## config.mk

```make
export PLATFORM = sky130hd
export DESIGN_NAME = w8a8_fifo
export DESIGN_NICKNAME = d
export VERILOG_FILES = /design/src/hdl/w8a8_pkg.sv /design/src/hdl/w8a8_fifo.sv
export SDC_FILE = /design/constraint.sdc
export NUM_CORES = 1
export LEC_CHECK = 0
export BUFFER_PORTS_ARGS = -buffer_cell sky130_fd_sc_hd__buf_2
export CAP_MARGIN = 10
export CORE_MARGIN = 4
export CORE_UTILIZATION = 40
export DETAILED_ROUTE_END_ITERATION = 6
export GPL_ROUTABILITY_DRIVEN = 0
export PLACE_DENSITY_LB_ADDON = 0.15
export SYNTH_ARGS = -nofsm -noshare
export SYNTH_HDL_FRONTEND = slang
export SYNTH_SLANG_ARGS = --single-unit
```

## constraint.sdc

```tcl
create_clock -name i_clk -period 3.9 [get_ports i_clk]
set_clock_uncertainty 0.1 [all_clocks]
set_input_delay 0 -clock i_clk [delete_from_list [all_inputs] [get_ports i_clk]]
set_output_delay 0 -clock i_clk [all_outputs]
set_load 0.01 [all_outputs]
```

## src/hdl/w8a8_pkg.sv

```systemverilog
`timescale 1ns / 1ps

package w8a8_pkg;

    // Block geometry and fixed-point format
    localparam int BLOCK_ELEMS = 16;
    localparam int FRAC_BITS   = 24;

    // Widths of the block term datapath
    localparam int DOT_W  = 21;                 // |dot| <= 16 * 255 * 128
    localparam int PWS_W  = 32 + DOT_W;         // weight_scale * dot
    localparam int PWO_W  = 32 + 12;            // weight_offset * act_sum
    localparam int TERM_W = PWS_W + 1;          // difference of the two

    // Term queue between front and back
    localparam int Q_DEPTH = 4;
    localparam int Q_AW    = $clog2(Q_DEPTH);

    // One queued block term
    typedef struct packed {
        logic signed [TERM_W-1:0] term;
        logic                     last;
    } t_qent;

endpackage

```

## src/hdl/w8a8_fifo.sv

```systemverilog
`timescale 1ns / 1ps

module w8a8_fifo import w8a8_pkg::*; (
    input  logic    i_clk,
    input  logic    i_rst_n,
    input  logic    i_push,
    input  t_qent   i_data,
    input  logic    i_pop,
    output t_qent   o_data,
    output logic    o_full,
    output logic    o_empty
);

    t_qent              r_mem [Q_DEPTH];
    logic [Q_AW-1:0]    r_wr_ptr;
    logic [Q_AW-1:0]    r_rd_ptr;
    logic [Q_AW:0]      r_count;

    assign o_full  = (r_count == (Q_AW+1)'(Q_DEPTH));
    assign o_empty = (r_count == '0);
    assign o_data  = r_mem[r_rd_ptr];

    // Pointers and fill level
    always_ff @(posedge i_clk) begin
        if (!i_rst_n) begin
            r_wr_ptr <= '0;
            r_rd_ptr <= '0;
            r_count  <= '0;
        end else begin
            if (i_push) begin
                r_wr_ptr <= r_wr_ptr + 1'b1;
            end
            if (i_pop) begin
                r_rd_ptr <= r_rd_ptr + 1'b1;
            end
            if (i_push && !i_pop) begin
                r_count <= r_count + 1'b1;
            end else if (i_pop && !i_push) begin
                r_count <= r_count - 1'b1;
            end
        end
    end

    // Entry storage
    always_ff @(posedge i_clk) begin
        if (i_push) begin
            r_mem[r_wr_ptr] <= i_data;
        end
    end

endmodule

```

# After elaboration in Yosys (flattened, before gate mapping)

Memories as Yosys holds them, arrays and structs flattened. A register that Yosys moved wholly into a read port is not among the register bits.
Index checks and enable logic that the tools add are counted.

Add/sub/neg operators: 4
Equal/unequal tests: 1
Muxes and demuxes: 6
Reduce and logical (&&, ||, !) cells: 6

Operator list:

| cell                  | number |
|---|---|
| $mux W3               | 2 |
| $add A2 B1 Y2 const B | 2 |
| $mux W2               | 2 |
| $add A3 B1 Y3 const B | 1 |
| $eq A3 B3 Y1 const B  | 1 |
| $logic_not A3 Y1      | 1 |
| $sub A3 B1 Y3 const B | 1 |
| $logic_and A1 B1 Y1   | 2 |
| $logic_not A1 Y1      | 2 |
| $mux W1               | 2 |
| $reduce_bool A2 Y1    | 1 |

Register bits: 7
Bits in writable memories: 220
Output and inout port bits: 57
Memories: 1

Memory list:

| name  | depth | width | rd ports | clocked after memory_dff | wr ports | line            | RTL |
|---|---|---|---|---|---|---|---|
| r_mem | 4     | 55    | 1        | 1                        | 1        | w8a8_fifo.sv:14 | `t_qent r_mem [Q_DEPTH];` |

# Logic depth before layout (Yosys ltp)

Depth in word-level cells: 4
Depth in mapped cells: 7
Depth with buffers taken out: 7

# Worst setup path before layout

Ideal clock, no wire load.

Path type: register to register
From: register r_wr_ptr[0]
To: memory r_mem[2][0] (netlist bit), enable pin
Setup time: 0.418 ns
Data arrival time: 1.845 ns
Setup slack: 1.537 ns
Cell stages (with the launch flop): 4
Path buffers: 0
Clock period less this slack: 2.363 ns
Path through: dfxtp_1 -> inv_1 -> ha_1 -> and2_1

RTL lines:

| element                  | line            | RTL |
|---|---|---|
| start: declaration       | w8a8_fifo.sv:15 | `logic [Q_AW-1:0] r_wr_ptr;` |
| start signal: assignment | w8a8_fifo.sv:31 | `r_wr_ptr <= r_wr_ptr + 1'b1;` |
| end: declaration         | w8a8_fifo.sv:14 |  |

Straight into the memory's write port.

==> results.sh <==
export IMPL_timing_fmax_ghz=0.392
export IMPL_reg2reg_to="r_mem[0][21]$_DFFE_PP_"
export IMPL_die_area_mm2=0.0235
export IMPL_synthTopCellsByCount="edfxtp_1 (220), mux4_2 (50), and2_1 (9), dfxtp_1 (9)"
export IMPL_die_x_um=153
export IMPL_endpoint="o_data[51]"
export IMPL_synth_area_leader_cell="edfxtp_1"
export IMPL_status="complete, no violations"
export IMPL_wire_per_inst_um=19.1
export IMPL_fin_nets=586
export IMPL_grt_pass1_wl_um=24300
export IMPL_syn_inst=330
export IMPL_worst_pin_slew_ns=0.888
export IMPL_clk_latency_ns=0.50
export IMPL_r2r_cells=3
export IMPL_cts_tree="yes"
export IMPL_fillers=1638
export IMPL_row_count=52
export IMPL_fin_crit_sh_pct=65.5
export IMPL_power_density_mw_per_mm2=528
export IMPL_yosysSeqAreaShare_pct=80.3
export IMPL_ir_drop_mv=0.317
export IMPL_synthTopCellsByArea="edfxtp_1 (78%), mux4_2 (13%), dfxtp_1 (2.1%)"
export IMPL_finalMaxSlewViolations=0
export IMPL_ioPinCount=116
export IMPL_hold_path_depth=2
export IMPL_dr_pass1_iters=6
export IMPL_drtIter0Drc=222
export IMPL_synth_edf_count=220
export IMPL_rsz0062_at_grt="false"
export IMPL_core_area_mm2=0.0205
export IMPL_setup_viol=0
export IMPL_start_util_pct=41.2
export IMPL_synth_seq_cells=229
export IMPL_cts_made_buffers=25
export IMPL_numClockSinks=229
export IMPL_ant_nets=0
export IMPL_crit_path_max_fanout=34
export IMPL_drive_above_1_share_pct=38.5
export IMPL_tns_ns=0
export IMPL_cts_root_buf="clkbuf_16"
export IMPL_grt_max_degree=56
export IMPL_ys_types=22
export IMPL_hpwl_um=8540
export IMPL_p_leak_nw=3.63
export IMPL_area_growth_pct=25.5
export IMPL_synth_top_area_share_pct=78.2
export IMPL_grt_pass1_vias=4342
export IMPL_clkSlewWorstSetupHoldPaths_ns=0.06
export IMPL_slew_limit_headroom_pct=40.8
export IMPL_yosysMostFrequentCell="edfxtp_1"
export IMPL_port_buffers=115
export IMPL_crit_type="reg2out"
export IMPL_min_path_type="in2reg"
export IMPL_drc_errors=0
export IMPL_syn_nets=395
export IMPL_grt_use_total_pct=13.0
export IMPL_period_needed_ns=2.55
export IMPL_hold_start="i_data[38]"
export IMPL_cp_arrival_ns=2.45
export IMPL_viasPerCell=4.84
export IMPL_yosys_warnings=0
export IMPL_hold_viol=0
export IMPL_die_h_um=153
export IMPL_htreeDepth=1
export IMPL_startpoint_type="flop"
export IMPL_r2r_start="r_wr_ptr[0]$_SDFFE_PN0P_"
export IMPL_ys_async_sr_fraction_pct=0
export IMPL_worstPathRequired_ns=3.80
export IMPL_grt_overflow=0
export IMPL_synth_ff_type="edfxtp_1"
export IMPL_syn_area_mm2=0.00845
export IMPL_cts_setup_buffers=0
export IMPL_vias=3905
export IMPL_syn_area_per_cell_um2=25.6
export IMPL_drv_cap=0
export IMPL_antenna_found_initial=1
export IMPL_p_total_mw=5.60
export IMPL_finalWirelength_um=15400
export IMPL_timing_reg2reg_setup_slack_ns=2.08
export IMPL_clockBufferDepth=3
export IMPL_end_kind="primary output"
[routing by layer]
layer	track usage, %	vias up	wire, µm
li1	-	1787	-
met1	17.4	1987	6680
met2	21.5	102	7490
met3	3.05	29	893
met4	3.74	0	296
met5	0	-	0
[cells by family after synthesis]
kind of cell    Yosys count  share of synthesized area (%)
compound gates            2                          0.148
mux                      57                           15.1
flops                   229                           80.3
xor+xnor                  5                          0.518
simple gates             15                           1.08
fa+ha+maj                 6                          0.977
buf+inv                  16                           1.85
[cell usage in the layout, fill, tap and decap left out, drive strengths merged, types with 2 or more instances in the layout]
cell type,instances
clkinv,5
dlygate4sd3,59
inv,5
xor2,3
bufinv,2
dfxtp,9
and2,9
nor2b,2
edfxtp,220
xnor2,2
mux2i,2
ha,5
buf,117
clkbuf,32
mux4,55
[worst min-delay path by stage]
stage                                   to  slack, ns
finish              r_mem[0][38]$_DFFE_PP_       0.15
global route        r_mem[0][36]$_DFFE_PP_       0.14
CTS                 r_mem[1][38]$_DFFE_PP_       0.12
detailed placement  r_mem[3][53]$_DFFE_PP_       0.12
global placement    r_mem[0][41]$_DFFE_PP_       0.11
floorplan            r_mem[0][0]$_DFFE_PP_     -0.001
[through the flow]
stage,hold slack (ns),instances,utilization [%],setup WS [ns],area (µm²)
after CTS,0.119,805,51.7,1.21,10600
after detailed placement,0.117,705,45.2,1.76,9260
after global placement,0.109,705,45.2,1.76,9260
after global routing,0.138,806,51.8,1.12,10600
final,0.146,806,51.8,1.35,10600
after floorplan,-0.00113,330,-,1.54,8450
[area by class of cell]
class                           count  area, µm²  share of cell area (%)
Clock buffer                       32        652                    6.15
Multi-Input combinational cell     85       1520                    14.3
Antenna cell                        1       2.50                  0.0236
Timing Repair Buffer              176       1180                    11.1
Sequential cell                   229       6790                    64.1
Clock inverter                      9        106                    1.00
Tap cell                          270        338                    3.19
Inverter                            4       15.0                   0.142
[power by group]
group          internal (mW)  switching (mW)  leakage (nW)  total [mW]
combinational          0.274           0.241          1.16       0.515
clock                   1.31           0.881         0.368        2.19
sequential              2.83          0.0720          2.10        2.90
total                   4.41            1.19          3.63        5.60
[flip-flops by register name, summed over array words and instances (netlist names), named ones only]
name	cells
r_count	3
r_mem	220
r_rd_ptr	2
r_wr_ptr	2
[critical path, cell delays in order, from the launching register on]
cell	delay (ns)
dfxtp_4	0.82
buf_4	0.38
mux4_1	0.59
buf_2	0.16
[timing repair]
| item | 4_1_cts | 5_1_grt |
|---|---|---|
| hold endpoints to repair | 229 | 0 |
| gates resized for setup | 0 | 0 |
| hold buffers | 59 | 0 |
Power figures use the tool's default switching activity.
