--- config.mk ---
export PLATFORM = sky130hd
export DESIGN_NAME = w8a8_back
export DESIGN_NICKNAME = d
export VERILOG_FILES = /design/src/hdl/w8a8_pkg.sv /design/src/hdl/w8a8_back.sv
export SDC_FILE = /design/constraint.sdc
export NUM_CORES = 2
export LEC_CHECK = 0
export ABC_AREA = 1
export BUFFER_PORTS_ARGS = -buffer_cell sky130_fd_sc_hd__buf_2
export CAP_MARGIN = 20
export CORE_MARGIN = 8
export CORE_UTILIZATION = 31
export DETAILED_ROUTE_END_ITERATION = 12
export PLACE_DENSITY = 0.52
export SETUP_SLACK_MARGIN = 0.2
export SLEW_MARGIN = 10
export SYNTH_ARGS = -nofsm -noshare
export SYNTH_HDL_FRONTEND = slang
export SYNTH_SLANG_ARGS = --single-unit
--- constraint.sdc ---
create_clock -name i_clk -period 10.33 [get_ports i_clk]
set_input_delay 2.066 -clock i_clk [delete_from_list [all_inputs] [get_ports i_clk]]
set_output_delay 2.066 -clock i_clk [all_outputs]
set_load 0.02 [all_outputs]
--- src/hdl/w8a8_pkg.sv ---
`timescale 1ns / 1ps

package w8a8_pkg;

    // Block geometry and fixed-point format
    localparam int BLOCK_ELEMS = 16;
    localparam int FRAC_BITS   = 24;

    // Widths of the block term datapath
    localparam int DOT_W  = 21;                 // |dot| <= 16 * 255 * 128
    localparam int PWS_W  = 32 + DOT_W;         // weight_scale * dot
    localparam int PWO_W  = 32 + 12;            // weight_offset * act_sum
    localparam int TERM_W = PWS_W + 1;          // difference of the two

    // Term queue between front and back
    localparam int Q_DEPTH = 4;
    localparam int Q_AW    = $clog2(Q_DEPTH);

    // One queued block term
    typedef struct packed {
        logic signed [TERM_W-1:0] term;
        logic                     last;
    } t_qent;

endpackage

--- src/hdl/w8a8_back.sv ---
`timescale 1ns / 1ps

module w8a8_back import w8a8_pkg::*; (
    input  logic                i_clk,
    input  logic                i_rst_n,
    input  logic                i_q_empty,
    input  t_qent               i_q_data,
    output logic                o_q_pop,
    input  logic signed [31:0]  i_act_scale,
    output logic                o_out_valid,
    input  logic                i_out_stall,
    output logic signed [63:0]  o_dot_value
);

    localparam logic [2:0] ST_ACC = 3'd0;
    localparam logic [2:0] ST_ABS = 3'd1;
    localparam logic [2:0] ST_MLO = 3'd2;
    localparam logic [2:0] ST_MHI = 3'd3;
    localparam logic [2:0] ST_ADD = 3'd4;
    localparam logic [2:0] ST_RND = 3'd5;
    localparam logic [2:0] ST_OUT = 3'd6;

    localparam logic [63:0] POS_LIM = {1'b0, {63{1'b1}}};
    localparam logic [63:0] NEG_LIM = {1'b1, {63{1'b0}}};

    logic [2:0]             r_state;
    logic [2:0]             n_state;
    logic signed [63:0]     r_acc;
    logic signed [63:0]     r_fin;
    logic                   r_neg;
    logic [63:0]            r_mx;
    logic [31:0]            r_my;
    logic [63:0]            r_pl;
    logic [63:0]            r_ph;
    logic [95:0]            r_full;
    logic [63:0]            r_q;
    logic                   r_ov;
    logic signed [63:0]     r_dot;

    logic signed [64:0]     w_sum;
    logic signed [63:0]     w_sat;
    logic [31:0]            w_mop;
    logic [63:0]            w_prod;
    logic [95:0]            w_rnd;
    logic [95:0]            w_qw;
    logic [63:0]            w_lim;
    logic                   w_out_free;

    assign o_q_pop    = (r_state == ST_ACC) && !i_q_empty;
    assign w_out_free = !r_ov || !i_out_stall;

    // Saturating accumulate of the block term
    assign w_sum = 65'(r_acc) + 65'(i_q_data.term);
    always_comb begin
        if (w_sum[64] != w_sum[63]) begin
            w_sat = w_sum[64] ? NEG_LIM : POS_LIM;
        end else begin
            w_sat = w_sum[63:0];
        end
    end

    // Shared 32x32 multiplier: low half, then high half of the magnitude
    assign w_mop  = (r_state == ST_MLO) ? r_mx[31:0] : r_mx[63:32];
    assign w_prod = w_mop * r_my;

    // Round to nearest, ties away from zero, then clamp the magnitude
    assign w_rnd = r_full + (96'd1 << (FRAC_BITS - 1));
    assign w_qw  = w_rnd >> FRAC_BITS;
    assign w_lim = r_neg ? NEG_LIM : POS_LIM;

    // Sequencer
    always_comb begin
        n_state = r_state;
        case (r_state)
            ST_ACC: begin
                if (o_q_pop && i_q_data.last) begin
                    n_state = ST_ABS;
                end
            end
            ST_ABS: n_state = ST_MLO;
            ST_MLO: n_state = ST_MHI;
            ST_MHI: n_state = ST_ADD;
            ST_ADD: n_state = ST_RND;
            ST_RND: n_state = ST_OUT;
            ST_OUT: begin
                if (w_out_free) begin
                    n_state = ST_ACC;
                end
            end
            default: n_state = ST_ACC;
        endcase
    end

    // Control state: sequencer, accumulator, output valid
    always_ff @(posedge i_clk) begin
        if (!i_rst_n) begin
            r_state <= ST_ACC;
            r_acc   <= '0;
            r_ov    <= 1'b0;
        end else begin
            r_state <= n_state;
            if (o_q_pop) begin
                r_acc <= i_q_data.last ? 64'sd0 : w_sat;
            end
            if (r_state == ST_OUT && w_out_free) begin
                r_ov <= 1'b1;
            end else if (!i_out_stall) begin
                r_ov <= 1'b0;
            end
        end
    end

    // Result datapath
    always_ff @(posedge i_clk) begin
        case (r_state)
            ST_ACC: begin
                if (o_q_pop) begin
                    r_fin <= w_sat;
                end
            end
            ST_ABS: begin
                r_neg <= r_fin[63] ^ i_act_scale[31];
                r_mx  <= r_fin[63] ? (64'd0 - r_fin) : r_fin;
                r_my  <= i_act_scale[31] ? (32'd0 - i_act_scale) : i_act_scale;
            end
            ST_MLO: r_pl <= w_prod;
            ST_MHI: r_ph <= w_prod;
            ST_ADD: r_full <= {32'd0, r_pl} + {r_ph, 32'd0};
            ST_RND: begin
                if ((|w_qw[95:64]) || (w_qw[63:0] > w_lim)) begin
                    r_q <= w_lim;
                end else begin
                    r_q <= w_qw[63:0];
                end
            end
            ST_OUT: begin
                if (w_out_free) begin
                    r_dot <= r_neg ? (64'sd0 - r_q) : r_q;
                end
            end
            default: ;
        endcase
    end

    assign o_out_valid = r_ov;
    assign o_dot_value = r_dot;

endmodule

Yosys cells after proc, flatten, opt, wreduce, memory -nomap -nowiden --
Cells that the tools add are included.
Word-level totals: register bits after elaboration 581, word-level logic and storage cells 60
Operators by class: $add $sub $neg 6, multipliers 1, $lt $le $gt $ge 1, eq/ne operators 10, muxes and demuxes 14, bitwise gates (word level) 1, reductions and logical operators 13
Operator list (count):
- 64-bit 2-to-1 mux | 6
- 1-bit by 64-bit subtractor with 64-bit output, first input constant | 2
- 64-bit by 96-bit adder with 96-bit output | 1
- 96-bit by 24-bit adder with 96-bit output, second input constant | 1
- 64-bit by 54-bit adder with 65-bit output | 1
- 64-bit > comparator | 1
- 32-bit by 32-bit multiplier with 64-bit output | 1
- 63-bit 2-to-1 mux | 1
- 32-bit 2-to-1 mux | 1
- 1-bit by 32-bit subtractor with 32-bit output, first input constant | 1
- 31-bit 2-to-1 mux | 1
- 3-bit one-hot mux with 7 select lines | 1
- 3-bit equality test, second input constant | 3
- 8-bit OR reduction | 1
- 3-bit by 2-bit equality test with 1-bit output, second input constant | 2
- 3-bit 2-to-1 mux | 2
- 2-bit AND reduction | 3
- 2-bit by 1-bit inequality test with 1-bit output, second input constant | 2
- 3-bit by 1-bit equality test with 1-bit output, second input constant | 1
- 1-bit logical AND | 3
- 1-bit logical NOT | 3
- 3-bit logical NOT | 1
- 1-bit logical OR | 2
- 1-bit 2-to-1 mux | 2
- 3 further kinds | 3

Logic depth before layout (Yosys ltp) --
word-level depth 5, depth in mapped cells 37

Worst setup path before layout --
No wires, ideal clock.
path type flip-flop to flip-flop, start register r_state[1], end register r_ph[59] (data pin), setup time 260 ps, arrival time 8423 ps, path slack 1646 ps, cell stages (with the launch flop) 35, clock period less this slack 8684 ps, path through dfxtp_1 > inv_1 > nor2_1 > inv_2 > nor2_1 > clkbuf_1 > or2_2 > o21ai_0 > inv_1 > clkbuf_1 > nand2_1 > fa_1 > inv_1 > fa_1 > inv_1 > fa_1 > fa_1 > inv_1 > fa_1 > inv_1 > fa_1 > inv_1 > fa_1 > fa_1 > ha_1 > nand2_1 > nand2_1 > a31oi_1 > o21ai_0 > a21oi_1 > nand3_1 > a21o_1 > and2_1 > o21bai_1 > nand2_1
Between the ends: word-level cells in the longest chain between the ends 3
Ends and longest elaborated chain:
- start: declaration | RTL line w8a8_back.sv:26 | logic [2:0] r_state;
- start signal: assignment | RTL line w8a8_back.sv:101 | r_state <= n_state;
- 3-bit by 2-bit equality test with 1-bit output | RTL line w8a8_back.sv:63 | assign w_mop = (r_state == ST_MLO) ? r_mx[31:0] : r_mx[63:32];
- 32-bit 2-to-1 mux | RTL line w8a8_back.sv:63
- 32-bit by 32-bit multiplier with 64-bit output | RTL line w8a8_back.sv:64 | assign w_prod = w_mop * r_my;
- net w_prod[59] | RTL line w8a8_back.sv:43 | logic [63:0] w_prod;
- end signal: assignment | RTL line w8a8_back.sv:127 | ST_MHI: r_ph <= w_prod;
- end: declaration | RTL line w8a8_back.sv:34 | logic [63:0] r_ph;
The timed path passes the listed nets, and every way through them passes these cells. A chain may end at the register's enable or synchronous reset.

Worst setup path in the final report --
start register r_state[0], end register r_ph[46] (data pin)
The elaborated chain is that of the path after synthesis.

==> impl_metrics.json <==
{
  "rsz0062_at_grt": "no",
  "layout.nets": 9575,
  "ff_latch_area_um2": 15400,
  "post_cts_buffers": 0,
  "drv_slew": 0,
  "ys.flop_type": "edfxtp_1",
  "drive_gt1_share_pct": 6.47,
  "syn_avg_cell_area_um2": 8.24,
  "synth_nets": 9468,
  "die_h_um": 479,
  "first_iter_violations": 4231,
  "synth_top_family_by_area": "adder cells",
  "die_w_um": 479,
  "io_buffers": 156,
  "drtPass1Iterations": 6,
  "antennaDiodeCount": 0,
  "yosys_warnings": 0,
  "cp.arrival_ns": 9.78,
  "critPathSlowestCell": "inv_1",
  "preCtsSetupSlack_ns": 1.03,
  "detail_route.wl_per_cell_um": 22.3,
  "ctsHoldBuffers": 0,
  "grt.overflow.total": 0,
  "slew_headroom_pct": 25.3,
  "crit_type": "reg -> reg",
  "outcome": "completed",
  "multi_input_area_um2": 44400,
  "synth_edf_count": 467,
  "synthesis.area_um2": 66300,
  "yosysUniqueCellTypes": 62,
  "synth_fa_ha_area_share_pct": 35.1,
  "clkTransAtPathRegs_ns": 0.07,
  "synth_compound_area_share_pct": 5.57,
  "clockBufferDepth": 3,
  "die_area_um2": 229000,
  "start_util_pct": 31.0,
  "synth-seq-cells": 535,
  "syn2layout_area_growth_pct": 9.60,
  "critPathLaunchType": "register",
  "cpPeakStageDelay_ns": 0.67,
  "cpMostUsedCell": "fa_1",
  "synth_mux_area_share_pct": 0,
  "async_flop_share_pct": 0,
  "layout_setup_ws_ns": 0.933,
  "ys_top_cells_by_count": "1694 x nand2_1, 1474 x inv_1, 1140 x nor2_1, 898 x fa_1, 467 x edfxtp_1",
  "cap_violations": 0,
  "fin_util_pct": 34.0,
  "synthXorXnorAreaFrac_pct": 4.90,
  "hold_slack_ns": 0.464,
  "grt_max_degree": 89,
  "worst_setup_path_end_kind": "register",
  "worstPathRequired_ns": 10.71,
  "num-fill-cells": 22486,
  "critical_path.top_delay_family": "adder cells",
  "path_buf_inv": 10,
  "fin_setup_tns_ns": 0,
  "viasPerCell": 4.89,
  "post-route-min-period_ns": 9.40,
  "io_pins": 157,
  "totalWireLength_um": 246000,
  "synth_simple_gate_area_share_pct": 21.1,
  "worstMarginPinSlew_ns": 1.12,
  "report.final.hold_viol_count": 0,
  "drc": 0,
  "core_um2": 214000,
  "htreeDepth": 2,
  "clkSinkCount": 535,
  "finalSetupViolCount": 0,
  "cts_buffers": 57,
  "max_freq_ghz": 0.106,
  "synth_top_area_share_pct": 27.1,
  "ys_seq_area_share_pct": 23.2,
  "tritoncts": "done",
  "synth_most_common_cell": "nand2_1",
  "skew_ns": 0.0502,
  "antenna_left": 0,
  "path_max_fanout": 14,
  "grt_antenna_before_repair": 9,
  "synth_area_leaders": "fa_1 27%, edfxtp_1 21%, nand2_1 9.6%, inv_1 8.3%, ha_1 8.1%",
  "finalCritPeriodShare_pct": 91.0,
  "num_rows": 170,
  "cts_resized": 0,
  "gp_congestion": 0.961,
  "synth_top_cell_by_area": "fa_1",
  "vias": 54028,
  "synth_cells": 8052,
  "cts-root-buf": "clkbuf_16",
  "grt_pass1_wl_um": 363000,
  "clock_latency_ns": 0.68,
  "grt_pass1_vias": 55956,
  "grt_util_all_layers_pct": 21.0,
  "hold_class": "reg -> reg",
  "dp_hpwl_um": 205000
}
==> state kept, by name, summed over array words and instances, names as in the netlist <==
signal	cells
r_state	3
r_mx	64
r_pl	41
r_my	32
r_ph	64
r_full	73
r_fin	64
r_neg	1
r_acc	64
o_out_valid	1
o_dot_value	64
r_q	64
==> placed cells by master, fill, tap and decap left out, types with 109 or more instances in the layout <==
| master | synthesis | final |
|---|---|---|
| a21oi_1 | 316 | 316 |
| buf_2 | 19 | 156 |
| buf_4 | 5 | 125 |
| edfxtp_1 | 467 | 467 |
| fa_1 | 898 | 898 |
| ha_1 | 427 | 427 |
| inv_1 | 1474 | 1472 |
| nand2_1 | 1694 | 1693 |
| nand3_1 | 224 | 224 |
| nor2_1 | 1140 | 1133 |
| nor3_1 | 109 | 109 |
| o21ai_0 | 169 | 153 |
| xnor2_1 | 125 | 125 |
| xor2_1 | 246 | 246 |
==> cell families (layout without fill, tap and decap cells) <==
| logic type | after synthesis | count (layout) |
|---|---|---|
| buf+inv | 1745 | 1901 |
| fa+ha+maj | 1325 | 1325 |
| xor+xnor | 371 | 371 |
| flops | 535 | 535 |
| simple gates | 3415 | 3415 |
| compound gates | 661 | 661 |
==> metal layers <==
metal | vias up | wire length [um] | track usage (%) | part of all wire, %
met5 | - | 0 | 0 | 0
met4 | 0 | 8260 | 5.94 | 3.4
met3 | 353 | 17000 | 3.98 | 6.9
met2 | 1802 | 115000 | 35.4 | 47
met1 | 26750 | 105000 | 27.5 | 43
li1 | 25123 | - | - | -
==> area by class of cell <==
cell class / count / area share (%)
multi-input cells: 5772 / 61.1
flip-flops and latches: 535 / 21.2
inverters: 1505 / 7.77
well taps: 2838 / 4.88
repair buffers: 288 / 2.56
clock buffers: 64 / 2.00
clock inverters: 44 / 0.542
==> per-stage QoR <==
step	std cells	area, um^2
5_1_grt	11046	72700
6_report	11046	72700
4_1_cts	11045	72700
3_3_place_gp	10936	70800
2_1_floorplan	8052	66300
3_5_place_dp	10937	70900
==> final timing paths <==
check | cells past startpoint | endpoint | startpoint | slack, ns
worst max-delay path | 32 | r_ph[46] | r_state[0] | 0.93
worst min-delay path | 0 | r_full[23] | r_pl[23] | 0.46
worst max register to register | 32 | r_ph[46] | r_state[0] | 0.93
worst min register to register | 0 | r_full[23] | r_pl[23] | 0.46
Power is not shown: default switching activity piles up to over one toggle a cycle in this logic, so the estimate is an artifact.
